<file path="src/rtl/itoa_pkg.sv">
// ----------------------------------------------------------------------------
// itoa_pkg
// Shared types and constants for the integer to ASCII text formatter.
// ----------------------------------------------------------------------------
package itoa_pkg;

  // parameter defaults
  localparam int unsigned MaxCharsDef  = 64;
  localparam int unsigned ValueBitsDef = 64;

  // style codes
  localparam logic [2:0] CMD_UDEC    = 3'd0;
  localparam logic [2:0] CMD_SDEC    = 3'd1;
  localparam logic [2:0] CMD_BIN     = 3'd2;
  localparam logic [2:0] CMD_HEX_LO  = 3'd3;
  localparam logic [2:0] CMD_HEX_UP  = 3'd4;

  // character codes
  localparam logic [7:0] CHAR_ZERO    = 8'h30;
  localparam logic [7:0] CHAR_MINUS   = 8'h2d;
  localparam logic [7:0] CHAR_UPPER_A = 8'h41;
  localparam logic [7:0] CHAR_LOWER_A = 8'h61;
  localparam logic [7:0] CHAR_NUL     = 8'h00;
  localparam logic [3:0] DEC_BASE     = 4'd10;

  // controller to datapath
  typedef struct packed {
    logic load;
    logic conv_step;
    logic strip_step;
    logic emit_step;
    logic empty_sel;
  } ctrl_cmd_t;

  // datapath to controller
  typedef struct packed {
    logic in_empty;
    logic in_decimal;
    logic conv_last;
    logic strip_more;
    logic emit_last;
  } ctrl_sts_t;

endpackage

</file>
<file path="src/rtl/itoa_ctrl.sv">
// ----------------------------------------------------------------------------
// itoa_ctrl
// Sequencing state machine: load, binary to BCD (decimal only), leading zero strip, emit, or an empty result.
// ----------------------------------------------------------------------------
module itoa_ctrl (
  input  logic                clk_i,
  input  logic                rst_ni,
  input  logic                in_valid_i,
  output logic                in_ready_o,
  output logic                out_valid_o,
  input  logic                out_ready_i,
  input  itoa_pkg::ctrl_sts_t sts_i,
  output itoa_pkg::ctrl_cmd_t cmd_o
);

  typedef enum logic [4:0] {
    ST_IDLE  = 5'b00001,
    ST_CONV  = 5'b00010,
    ST_STRIP = 5'b00100,
    ST_EMIT  = 5'b01000,
    ST_EMPTY = 5'b10000
  } state_e;

  state_e state_q, state_d;

  always_comb begin
    state_d     = state_q;
    cmd_o       = '0;
    in_ready_o  = 1'b0;
    out_valid_o = 1'b0;
    unique case (state_q)
      ST_IDLE: begin
        in_ready_o = 1'b1;
        if (in_valid_i) begin
          cmd_o.load = 1'b1;
          if (sts_i.in_empty) begin
            state_d = ST_EMPTY;
          end else if (sts_i.in_decimal) begin
            state_d = ST_CONV;
          end else begin
            state_d = ST_STRIP;
          end
        end
      end
      ST_CONV: begin
        cmd_o.conv_step = 1'b1;
        if (sts_i.conv_last) begin
          state_d = ST_STRIP;
        end
      end
      ST_STRIP: begin
        if (sts_i.strip_more) begin
          cmd_o.strip_step = 1'b1;
        end else begin
          state_d = ST_EMIT;
        end
      end
      ST_EMIT: begin
        out_valid_o     = 1'b1;
        cmd_o.emit_step = out_ready_i;
        if (out_ready_i && sts_i.emit_last) begin
          state_d = ST_IDLE;
        end
      end
      ST_EMPTY: begin
        out_valid_o     = 1'b1;
        cmd_o.empty_sel = 1'b1;
        if (out_ready_i) begin
          state_d = ST_IDLE;
        end
      end
      default: state_d = ST_IDLE;
    endcase
  end

  always_ff @(posedge clk_i or negedge rst_ni) begin
    if (!rst_ni) begin
      state_q <= ST_IDLE;
    end else begin
      state_q <= state_d;
    end
  end

endmodule

</file>
<file path="src/rtl/itoa_datapath.sv">
// ----------------------------------------------------------------------------
// itoa_datapath
// Digit shift register, serial double dabble, grouping and character select.
// ----------------------------------------------------------------------------
module itoa_datapath #(
  parameter int unsigned MAX_CHARS  = itoa_pkg::MaxCharsDef,
  parameter int unsigned VALUE_BITS = itoa_pkg::ValueBitsDef
) (
  input  logic                clk_i,
  input  logic [63:0]         value_i,
  input  logic [2:0]          command_i,
  input  logic [7:0]          delimiter_i,
  input  logic [6:0]          max_chars_i,
  input  itoa_pkg::ctrl_cmd_t cmd_i,
  output itoa_pkg::ctrl_sts_t sts_o,
  output logic [7:0]          out_char_o,
  output logic                last_o,
  output logic                empty_res_o
);

  // decimal digits for the BCD register, at least enough for VALUE_BITS
  localparam int unsigned NumDec = VALUE_BITS / 3 + 1;
  localparam int unsigned NumHex = (VALUE_BITS + 3) / 4;
  localparam int unsigned SrW    = 4 * NumDec;
  localparam int unsigned CntW   = $clog2(SrW + 1);
  localparam int unsigned BudW   = $clog2(MAX_CHARS + 1);
  localparam int unsigned BinSh  = SrW - VALUE_BITS;
  localparam int unsigned HexSh  = SrW - 4 * NumHex;
  localparam logic [1:0]  Grp0   = (NumDec % 3 == 0) ? 2'd3 : 2'((NumDec % 3));

  logic [VALUE_BITS-1:0] bin_q, bin_d;
  logic [SrW-1:0]        sr_q, sr_d;
  logic [CntW-1:0]       cnt_q, cnt_d;
  logic [BudW-1:0]       bud_q, bud_d;
  logic [1:0]            grp_q, grp_d;
  logic [1:0]            pos_q, pos_d;
  logic                  dlm_pend_q, dlm_pend_d;
  logic                  sign_q, sign_d;
  logic                  dec_q, dec_d;
  logic                  wide_q, wide_d;
  logic                  upper_q, upper_d;
  logic [7:0]            delim_q, delim_d;

  logic [VALUE_BITS-1:0] v_in, mag;
  logic                  neg;
  logic                  in_dec, in_hex;
  logic [BudW-1:0]       bud_in;
  logic [SrW-1:0]        bcd_adj, sr_shift;
  logic [3:0]            top_dig;
  logic                  is_delim;
  logic [7:0]            letter, digit_char;
  logic                  emit_last;
  logic [1:0]            grp_dec;

  assign v_in   = value_i[VALUE_BITS-1:0];
  assign neg    = (command_i == itoa_pkg::CMD_SDEC) && v_in[VALUE_BITS-1];
  assign mag    = neg ? (~v_in + VALUE_BITS'(1)) : v_in;
  assign in_dec = (command_i == itoa_pkg::CMD_UDEC) || (command_i == itoa_pkg::CMD_SDEC);
  assign in_hex = (command_i == itoa_pkg::CMD_HEX_LO) || (command_i == itoa_pkg::CMD_HEX_UP);
  assign bud_in = (max_chars_i > 7'(MAX_CHARS)) ? BudW'(MAX_CHARS) : BudW'(max_chars_i);

  // add three to every BCD digit of five or more before the shift
  always_comb begin
    for (int i = 0; i < NumDec; i++) begin
      bcd_adj[i*4 +: 4] = (sr_q[i*4 +: 4] >= 4'd5) ? (sr_q[i*4 +: 4] + 4'd3)
                                                    : sr_q[i*4 +: 4];
    end
  end

  assign top_dig    = wide_q ? sr_q[SrW-1 -: 4] : {3'b000, sr_q[SrW-1]};
  assign sr_shift   = wide_q ? (sr_q << 4) : (sr_q << 1);
  assign is_delim   = dec_q ? dlm_pend_q : ((delim_q != 8'd0) && (pos_q == 2'd3));
  assign letter     = upper_q ? itoa_pkg::CHAR_UPPER_A : itoa_pkg::CHAR_LOWER_A;
  assign digit_char = (top_dig < itoa_pkg::DEC_BASE)
                    ? (itoa_pkg::CHAR_ZERO + {4'd0, top_dig})
                    : (letter + {4'd0, top_dig} - {4'd0, itoa_pkg::DEC_BASE});
  assign emit_last  = (bud_q == BudW'(1)) ||
                      (!sign_q && !is_delim && (cnt_q == CntW'(1)));
  assign grp_dec    = (grp_q == 2'd1) ? 2'd3 : (grp_q - 2'd1);

  always_comb begin
    bin_d      = bin_q;
    sr_d       = sr_q;
    cnt_d      = cnt_q;
    bud_d      = bud_q;
    grp_d      = grp_q;
    pos_d      = pos_q;
    dlm_pend_d = dlm_pend_q;
    sign_d     = sign_q;
    dec_d      = dec_q;
    wide_d     = wide_q;
    upper_d    = upper_q;
    delim_d    = delim_q;
    if (cmd_i.load) begin
      bin_d      = mag;
      cnt_d      = in_dec ? CntW'(VALUE_BITS) : (in_hex ? CntW'(NumHex) : CntW'(VALUE_BITS));
      if (in_dec) begin
        sr_d = '0;
      end else if (in_hex) begin
        sr_d = SrW'(v_in) << HexSh;
      end else begin
        sr_d = SrW'(v_in) << BinSh;
      end
      bud_d      = bud_in;
      grp_d      = Grp0;
      pos_d      = 2'd0;
      dlm_pend_d = 1'b0;
      sign_d     = neg;
      dec_d      = in_dec;
      wide_d     = in_dec || in_hex;
      upper_d    = (command_i == itoa_pkg::CMD_HEX_UP);
      delim_d    = delimiter_i;
    end else if (cmd_i.conv_step) begin
      sr_d  = {bcd_adj[SrW-2:0], bin_q[VALUE_BITS-1]};
      bin_d = bin_q << 1;
      cnt_d = (cnt_q == CntW'(1)) ? CntW'(NumDec) : (cnt_q - CntW'(1));
    end else if (cmd_i.strip_step) begin
      sr_d  = sr_shift;
      cnt_d = cnt_q - CntW'(1);
      grp_d = grp_dec;
    end else if (cmd_i.emit_step) begin
      bud_d = bud_q - BudW'(1);
      if (sign_q) begin
        sign_d = 1'b0;
      end else if (is_delim) begin
        dlm_pend_d = 1'b0;
        pos_d      = pos_q + 2'd1;
      end else begin
        sr_d  = sr_shift;
        cnt_d = cnt_q - CntW'(1);
        pos_d = pos_q + 2'd1;
        grp_d = grp_dec;
        // a group just closed with digits still to come
        if (grp_q == 2'd1) begin
          dlm_pend_d = (delim_q != 8'd0) && (cnt_q != CntW'(1));
        end
      end
    end
  end

  always_ff @(posedge clk_i) begin
    bin_q      <= bin_d;
    sr_q       <= sr_d;
    cnt_q      <= cnt_d;
    bud_q      <= bud_d;
    grp_q      <= grp_d;
    pos_q      <= pos_d;
    dlm_pend_q <= dlm_pend_d;
    sign_q     <= sign_d;
    dec_q      <= dec_d;
    wide_q     <= wide_d;
    upper_q    <= upper_d;
    delim_q    <= delim_d;
  end

  assign sts_o.in_empty   = (max_chars_i == 7'd0) || (command_i > itoa_pkg::CMD_HEX_UP);
  assign sts_o.in_decimal = in_dec;
  assign sts_o.conv_last  = (cnt_q == CntW'(1));
  assign sts_o.strip_more = (cnt_q > CntW'(1)) && (top_dig == 4'd0);
  assign sts_o.emit_last  = emit_last;

  assign out_char_o  = cmd_i.empty_sel ? itoa_pkg::CHAR_NUL
                     : sign_q ? itoa_pkg::CHAR_MINUS
                     : is_delim ? delim_q : digit_char;
  assign last_o      = cmd_i.empty_sel || emit_last;
  assign empty_res_o = cmd_i.empty_sel;

endmodule

</file>
<file path="src/rtl/integer_to_ascii_formatter.sv">
// ----------------------------------------------------------------------------
// integer_to_ascii_formatter
// Prints a value as decimal, signed decimal, binary or hex text, one
// character per output transfer, with optional digit grouping.
// ----------------------------------------------------------------------------
//  channel | direction | handshake               | payload
//  in      | input     | in_valid_i/in_ready_o   | value, command, delimiter, max_chars
//  out     | output    | out_valid_o/out_ready_i | out_char, last, empty_res
//
//  one item at a time; a new input transfer is taken from the cycle after the
//  last character of the previous item has been transferred
//  decimal styles: serial double dabble over all VALUE_BITS bits, then strip of up
//  to VALUE_BITS/3 leading zero digits, then emit, one character per transfer
//  binary/hex: leading zero strip (one digit per step), then emit
//  out stalls only hold the current character; reset returns to idle
// ----------------------------------------------------------------------------
module integer_to_ascii_formatter #(
  parameter int unsigned MAX_CHARS  = itoa_pkg::MaxCharsDef,
  parameter int unsigned VALUE_BITS = itoa_pkg::ValueBitsDef
) (
  input  logic        clk_i,
  input  logic        rst_ni,
  input  logic        in_valid_i,
  output logic        in_ready_o,
  input  logic [63:0] value_i,
  input  logic [2:0]  command_i,
  input  logic [7:0]  delimiter_i,
  input  logic [6:0]  max_chars_i,
  output logic        out_valid_o,
  input  logic        out_ready_i,
  output logic [7:0]  out_char_o,
  output logic        last_o,
  output logic        empty_res_o
);

  itoa_pkg::ctrl_cmd_t cmd;
  itoa_pkg::ctrl_sts_t sts;

  itoa_ctrl u_ctrl (
    .clk_i       (clk_i),
    .rst_ni      (rst_ni),
    .in_valid_i  (in_valid_i),
    .in_ready_o  (in_ready_o),
    .out_valid_o (out_valid_o),
    .out_ready_i (out_ready_i),
    .sts_i       (sts),
    .cmd_o       (cmd)
  );

  itoa_datapath #(
    .MAX_CHARS  (MAX_CHARS),
    .VALUE_BITS (VALUE_BITS)
  ) u_datapath (
    .clk_i       (clk_i),
    .value_i     (value_i),
    .command_i   (command_i),
    .delimiter_i (delimiter_i),
    .max_chars_i (max_chars_i),
    .cmd_i       (cmd),
    .sts_o       (sts),
    .out_char_o  (out_char_o),
    .last_o      (last_o),
    .empty_res_o (empty_res_o)
  );

  // an empty result always closes its item
  assert property (@(posedge clk_i) disable iff (!rst_ni)
    out_valid_o && empty_res_o |-> last_o)
    else $error("empty result without last");

  // busy right after an input transfer
  assert property (@(posedge clk_i) disable iff (!rst_ni)
    in_valid_i && in_ready_o |=> !in_ready_o)
    else $error("input taken twice in a row");

  // never ready for input while a character is offered
  assert property (@(posedge clk_i) disable iff (!rst_ni)
    out_valid_o |-> !in_ready_o)
    else $error("input ready during output");

  // the final character of an item returns the block to idle
  assert property (@(posedge clk_i) disable iff (!rst_ni)
    out_valid_o && out_ready_i && last_o |=> in_ready_o)
    else $error("not idle after last transfer");

endmodule
</file>
<file path="config.mk">
export PLATFORM = sky130hd
export DESIGN_NAME = integer_to_ascii_formatter
export DESIGN_NICKNAME = d
export VERILOG_FILES = /design/src/rtl/itoa_pkg.sv /design/src/rtl/itoa_ctrl.sv /design/src/rtl/itoa_datapath.sv /design/src/rtl/integer_to_ascii_formatter.sv
export SDC_FILE = /design/constraint.sdc
export NUM_CORES = 1
export LEC_CHECK = 0
export BUFFER_PORTS_ARGS = -buffer_cell sky130_fd_sc_hd__buf_2
export CAP_MARGIN = 5
export CORE_UTILIZATION = 40
export CTS_CLUSTER_DIAMETER = 50
export CTS_CLUSTER_SIZE = 28
export DETAILED_ROUTE_END_ITERATION = 7
export SLEW_MARGIN = 20
export SYNTH_ARGS = -nofsm -noshare
export SYNTH_HDL_FRONTEND = slang
export SYNTH_SLANG_ARGS = --single-unit
</file>
<file path="constraint.sdc">
create_clock -name clk_i -period 3.5 [get_ports clk_i]
set_input_delay 0.525 -clock clk_i [delete_from_list [all_inputs] [get_ports clk_i]]
set_output_delay 0.525 -clock clk_i [all_outputs]
set_load 0.05 [all_outputs]
</file>
### Yosys cells after proc, flatten, opt, wreduce, memory -nomap -nowiden

Cells that the tools add are included.

* $add $sub $neg: 30
* multiply operators: 0
* divide/modulo/power cells: 0
* $lt $le $gt $ge: 26
* eq/ne operators: 24
* shifts and indexed selects: 0
* mux-type cells: 82
* bitwise operators: 4
* reduce and logical (&&, ||, !) cells: 31

Operators with widths (count)
* two-way mux 88 bit: 8
* two-way mux 64 bit: 3
* two-way mux 7 bit: 14
* >= comparator 4 x 3 -> 1 bit, second input constant: 22
* two-way mux 4 bit: 22
* adder 4 x 2 -> 4 bit, second input constant: 21
* adder 64 x 1 -> 64 bit, second input constant: 1
* inverter 64 bit: 1
* two-way mux 8 bit: 4
* two-way mux 5 bit: 6
* case mux 5 bit (5 select lines): 1
* two-way mux 1 bit: 16
* equality test 7 x 1 -> 1 bit, second input constant: 2
* subtractor 7 x 1 -> 7 bit, second input constant: 2
* != test 2 bit, second input constant: 6
* two-way mux 2 bit: 5
* AND reduction 5 bit: 2
* adder 8 x 4 -> 8 bit: 1
* != test 4 bit, second input constant: 2
* AND reduction 4 bit: 2
* nonzero test 2 bit: 4
* nonzero test 8 bit: 1
* subtractor 8 x 4 -> 8 bit, second input constant: 1
* adder 6 x 4 -> 7 bit, first input constant: 1
* 31 further kinds: 49

* flip-flop bits (word level): 188
* bits in latches: 0
* bits in writable memories: 0
* ROM bits: 0
* input bits: 86
* output and inout port bits: 12
* memories kept: 0

### Logic depth before layout (Yosys ltp)

* word-level depth: 10
* depth in mapped cells: 9
* mapped depth without buffers: 8

### Modules after synthesis

From an unflattened synthesis, not the netlist that was laid out.

* cells, all modules: 1420
* area, all modules: 13321.5 um^2

Modules (own cells, without submodules)
* itoa_datapath: instances 1, cells each 1381, area an instance 12961.2 um^2
* itoa_ctrl: instances 1, cells each 39, area an instance 360.3 um^2

### Least setup slack after synthesis

Ideal clock, no wire load.

* path kind: register to register
* from: reg u_ctrl.state_q[3]
* to: reg u_datapath.sr_q[63], data pin
* arrival: 3514 ps
* slack: -386 ps
* cell stages (with the launch flop): 8
* buffers on the path: 1
* cells stage by stage: dfrtp_1 nor3_1 nand3_1 inv_1 nor2_1 inv_2 buf_1 o221ai_1

* cells in the longest elaborated chain, start to end: 5
* elaborated cells between the ends (all ways): 9
* those cells by class: 3 x eq/ne; 6 x mux

RTL lines
* from (decl): RTL line itoa_ctrl.sv:24 `state_e state_q, state_d;`
* from (signal assigned): RTL line itoa_ctrl.sv:80 `state_q <= state_d;`
* equality test 5 x 3 -> 1 bit: RTL line itoa_ctrl.sv:31 `unique case (state_q)`
* two-way mux 1 bit: RTL line itoa_ctrl.sv:31
* two-way mux 88 bit: RTL line itoa_datapath.sv:117 `end else if (cmd_i.strip_step) begin`
* two-way mux 88 bit: RTL line itoa_datapath.sv:113 `end else if (cmd_i.conv_step) begin`
* two-way mux 88 bit (*): RTL line itoa_datapath.sv:94 `if (cmd_i.load) begin`
* named net u_datapath.sr_d[63]: RTL line itoa_datapath.sv:32 `logic [SrW-1:0] sr_q, sr_d;`
* to (signal assigned): RTL line itoa_datapath.sv:143 `sr_q <= sr_d;`
* to (decl): RTL line itoa_datapath.sv:32

Mark *: on every way through the listed nets, which the timed path passes. The rest lies on a longest branch.
A chain may end at the register's enable or synchronous reset.

### Worst setup path after layout

* from: reg u_datapath.wide_q
* to: out out_char_o[3]

* cells in the longest elaborated chain, start to end: 7
* elaborated cells between the ends (all ways): 9
* those cells by class: 3 x add/sub; 1 x order compare; 5 x mux

RTL lines
* from (decl): RTL line itoa_datapath.sv:40 `logic wide_q, wide_d;`
* from (signal assigned): RTL line itoa_datapath.sv:151 `wide_q <= wide_d;`
* two-way mux 4 bit (*): RTL line itoa_datapath.sv:70 `assign top_dig = wide_q ? sr_q[SrW-1 -: 4] : {3'b000, sr_q[SrW-1]};`
* adder 8 x 4 -> 8 bit: RTL line itoa_datapath.sv:76 `: (letter + {4'd0, top_dig} - {4'd0, itoa_pkg::DEC_BASE});`
* subtractor 8 x 4 -> 8 bit: RTL line itoa_datapath.sv:76
* two-way mux 8 bit (*): RTL line itoa_datapath.sv:75 `? (itoa_pkg::CHAR_ZERO + {4'd0, top_dig})`
* two-way mux 8 bit (*): RTL line itoa_datapath.sv:164 `: is_delim ? delim_q : digit_char;`
* two-way mux 8 bit (*): RTL line itoa_datapath.sv:163 `: sign_q ? itoa_pkg::CHAR_MINUS`
* two-way mux 8 bit (*): RTL line itoa_datapath.sv:162 `assign out_char_o = cmd_i.empty_sel ? itoa_pkg::CHAR_NUL`
* to (decl): RTL line integer_to_ascii_formatter.sv:31 `output logic [7:0] out_char_o,`

Every way passes the cells marked *; elsewhere a longest branch is shown, timed or not.

==> impl_metrics.toml <==
[worst_setup_path]
crit_type = "reg2out"
worstSetupEndpointType = "output port"
cp-start-kind = "register"
worstPathArrival_ns = 2.60
reg2reg_depth = 7
worstPathRequired_ns = 2.97
path_max_fanout = 59

[die]
rows = 65
dieArea_um2 = 32700
die_h_um = 181
die_w_um = 181
core_area_um2 = 31500
pin_count = 98
initial_utilization_pct = 40.6

[grt]
antenna_found_initial = 0
track_usage_pct = 21.0
grt_max_degree = 145
overflow = 0
grt_pass1_wl_mm = 54.6
grt_pass1_vias = 10200

[final_layout]
finish.instance_area_um2 = 14400
final.fill_count = 2990
seq_area_um2 = 5570
final_common_cell = "edfxtp_1"
layout-drive-gt1-share_pct = 12.9
multiInputGateArea_um2 = 6760
final_cell_mix = "edfxtp_1 (178), o21ai_0 (164), nand2_1 (158)"
fin_nets = 1579
syn2layout_area_growth_pct = 12.4

[cts]
clockBufferDepth = 2
cts_tree = "done"
cts.sinks = 188
root_buffer = "clkbuf_16"
cts_resized = 0
cts_setup_buffers = 0
cts_made_buffers = 17
clk_pin_slew_ns = 0.07
clock_latency_ns = 0.46
ctsHoldBuffers = 1
htree_levels = 4

[flow_run]
max_cap_viol_count = 0

[placed_design]
placed_area_um2 = 13800
place.gp.congestion = 0.818
hpwl_mm = 22.8
io_buffers = 97

[logic_synthesis]
synth-simple-area-share_pct = 17.3
async_flop_share_pct = 2.66
ys.flop_type = "edfxtp_1"
yosysWarnings = 0
synth_area_um2 = 12800
synthMuxAreaShare_pct = 5.73
yosysTopAreaCell = "edfxtp_1"
synth_nets = 1502
synth_seq_cells = 188
synth_seq_area_share_pct = 43.6
synth_area_per_cell_um2 = 9.38
ys_types = 63
synth-edff-count = 178
synth_top_family_by_area = "compound AO/OA/AOI/OAI gates"
synth_adder_area_share_pct = 5.09
netlist_instances = 1364
synth-xor-area-share_pct = 5.27
synth_compound_area_share_pct = 19.2
netlist.area_leader.share_pct = 41.8
synth_area_leaders = "edfxtp_1 (42%), o21ai_0 (6.4%), ha_1 (5.1%)"

[sta]
layout_min_cycle_time_ns = 3.13
worstMarginPinSlew_ns = 0.975
max_freq_ghz = 0.320
final_hold_viol_count = 0
max_slew_margin_pct = 35.0
setup_viol = 0
skew_ns = 0.0119
rsz0062_at_grt = "no"
fin_tns_setup_ns = 0
final-max-slew-violation-count = 0
fin_crit_sh_pct = 89.4

[routing]
routed_via_density = 5.76
vias = 10700
drc = 0
first_pass_iters = 5
wire_per_inst_um = 18.3
drt_iter0_markers = 805
postRouteWirelength_mm = 34.0
postRouteAntennaNets = 0

[min_path]
min_path_cells = 1
hold_path_class = "in2reg"

[power]
p_leak_nw = 5.38
max-vdd-ir-drop_uv = 476
power_density_nw_per_um2 = 820
power_mw = 11.8

[outcome]
status = "completed"
==> flip-flops by register name, indices dropped and copies added, names as in the netlist <==
| signal | count |
|---|---|
| u_datapath.dec_q | 1 |
| u_datapath.bud_q | 7 |
| u_datapath.cnt_q | 7 |
| u_datapath.pos_q | 2 |
| u_datapath.bin_q | 64 |
| u_datapath.delim_q | 8 |
| u_datapath.sign_q | 1 |
| u_ctrl.state_q | 5 |
| u_datapath.wide_q | 1 |
| u_datapath.grp_q | 2 |
| u_datapath.sr_q | 88 |
| u_datapath.dlm_pend_q | 1 |
| u_datapath.upper_q | 1 |
==> synthesized netlist by cell type, types with 6 or more instances <==
cell / number
a22oi_1: 14
o21ai_0: 164
xor2_1: 25
inv_1: 60
a21oi_1: 116
edfxtp_1: 178
or3_1: 10
mux2_2: 10
o211ai_1: 6
a31oi_1: 17
mux2i_1: 62
nand3_1: 35
clkbuf_1: 55
nor2b_1: 8
o32ai_1: 10
nor4_1: 16
o31ai_1: 14
or4_1: 8
o221ai_1: 29
nor3_1: 29
nor3b_1: 40
nand2_1: 158
a21o_1: 14
nand3b_1: 12
xnor2_1: 52
buf_1: 10
ha_1: 52
nand2b_1: 23
nor2_1: 62
==> where the power goes <==
group          total (mW)  internal [mW]  leakage, nW  switching [mW]
logic                4.97           1.88         3.33            3.09
clock network        1.90          0.933        0.273           0.965
registers            4.91           4.03         1.78           0.888
==> stage by stage <==
stage | utilization (%) | std cells | hold WS (ns) | setup slack, ns
after floorplan | - | 1364 | 0.229 | 0.0258
after global placement | 43.9 | 1823 | 0.342 | 0.588
after detailed placement | 43.9 | 1823 | 0.341 | 0.531
after CTS | 45.7 | 1856 | 0.225 | 0.348
after global routing | 45.7 | 1856 | 0.222 | 0.228
final | 45.7 | 1857 | 0.250 | 0.371
==> layout make-up <==
class,instances,share of cell area [%]
Antenna cell,1,0.0174
Clock buffer,17,2.96
Clock inverter,15,0.888
Inverter,62,1.64
Multi-Input combinational cell,1046,47.0
Sequential cell,188,38.8
Tap cell,402,3.50
Timing Repair Buffer,126,5.26
==> cells by family after synthesis <==
| logic type | count (synthesis) |
|---|---|
| simple gates | 430 |
| flops | 188 |
| fa+ha+maj | 52 |
| compound gates | 415 |
| buf+inv | 130 |
| mux | 72 |
| xor+xnor | 77 |
==> critical path, stage by stage (launching register included) <==
cell	delay, ns
edfxtp_1	0.48
buf_4	0.80
nand4b_1	0.24
nand2_1	0.12
o21ai_0	0.09
a21oi_1	0.14
buf_2	0.28
==> routing by layer <==
layer	share of wire, %	GRT usage [%]	up-vias
li1	-	-	5239
met1	47	28.8	5126
met2	46	34.0	297
met3	5.4	3.91	36
met4	1.4	5.50	0
met5	0	0	-
==> worst paths after layout <==
kind / startpoint / endpoint / slack, ns
min in group asynchronous: rst_ni / u_ctrl.state_q[4] / 0.44
worst min-delay path: delimiter_i[1] / u_datapath.delim_q[1] / 0.25
max in group asynchronous: rst_ni / u_ctrl.state_q[0] / 2.85
worst max register to register: u_datapath.wide_q / u_datapath.sr_q[64] / 0.53
worst max-delay path: u_datapath.wide_q / out_char_o[3] / 0.37
worst min register to register: u_datapath.pos_q[1] / u_datapath.pos_q[1] / 0.48
No activity file was read; power rests on OpenSTA's default activity.
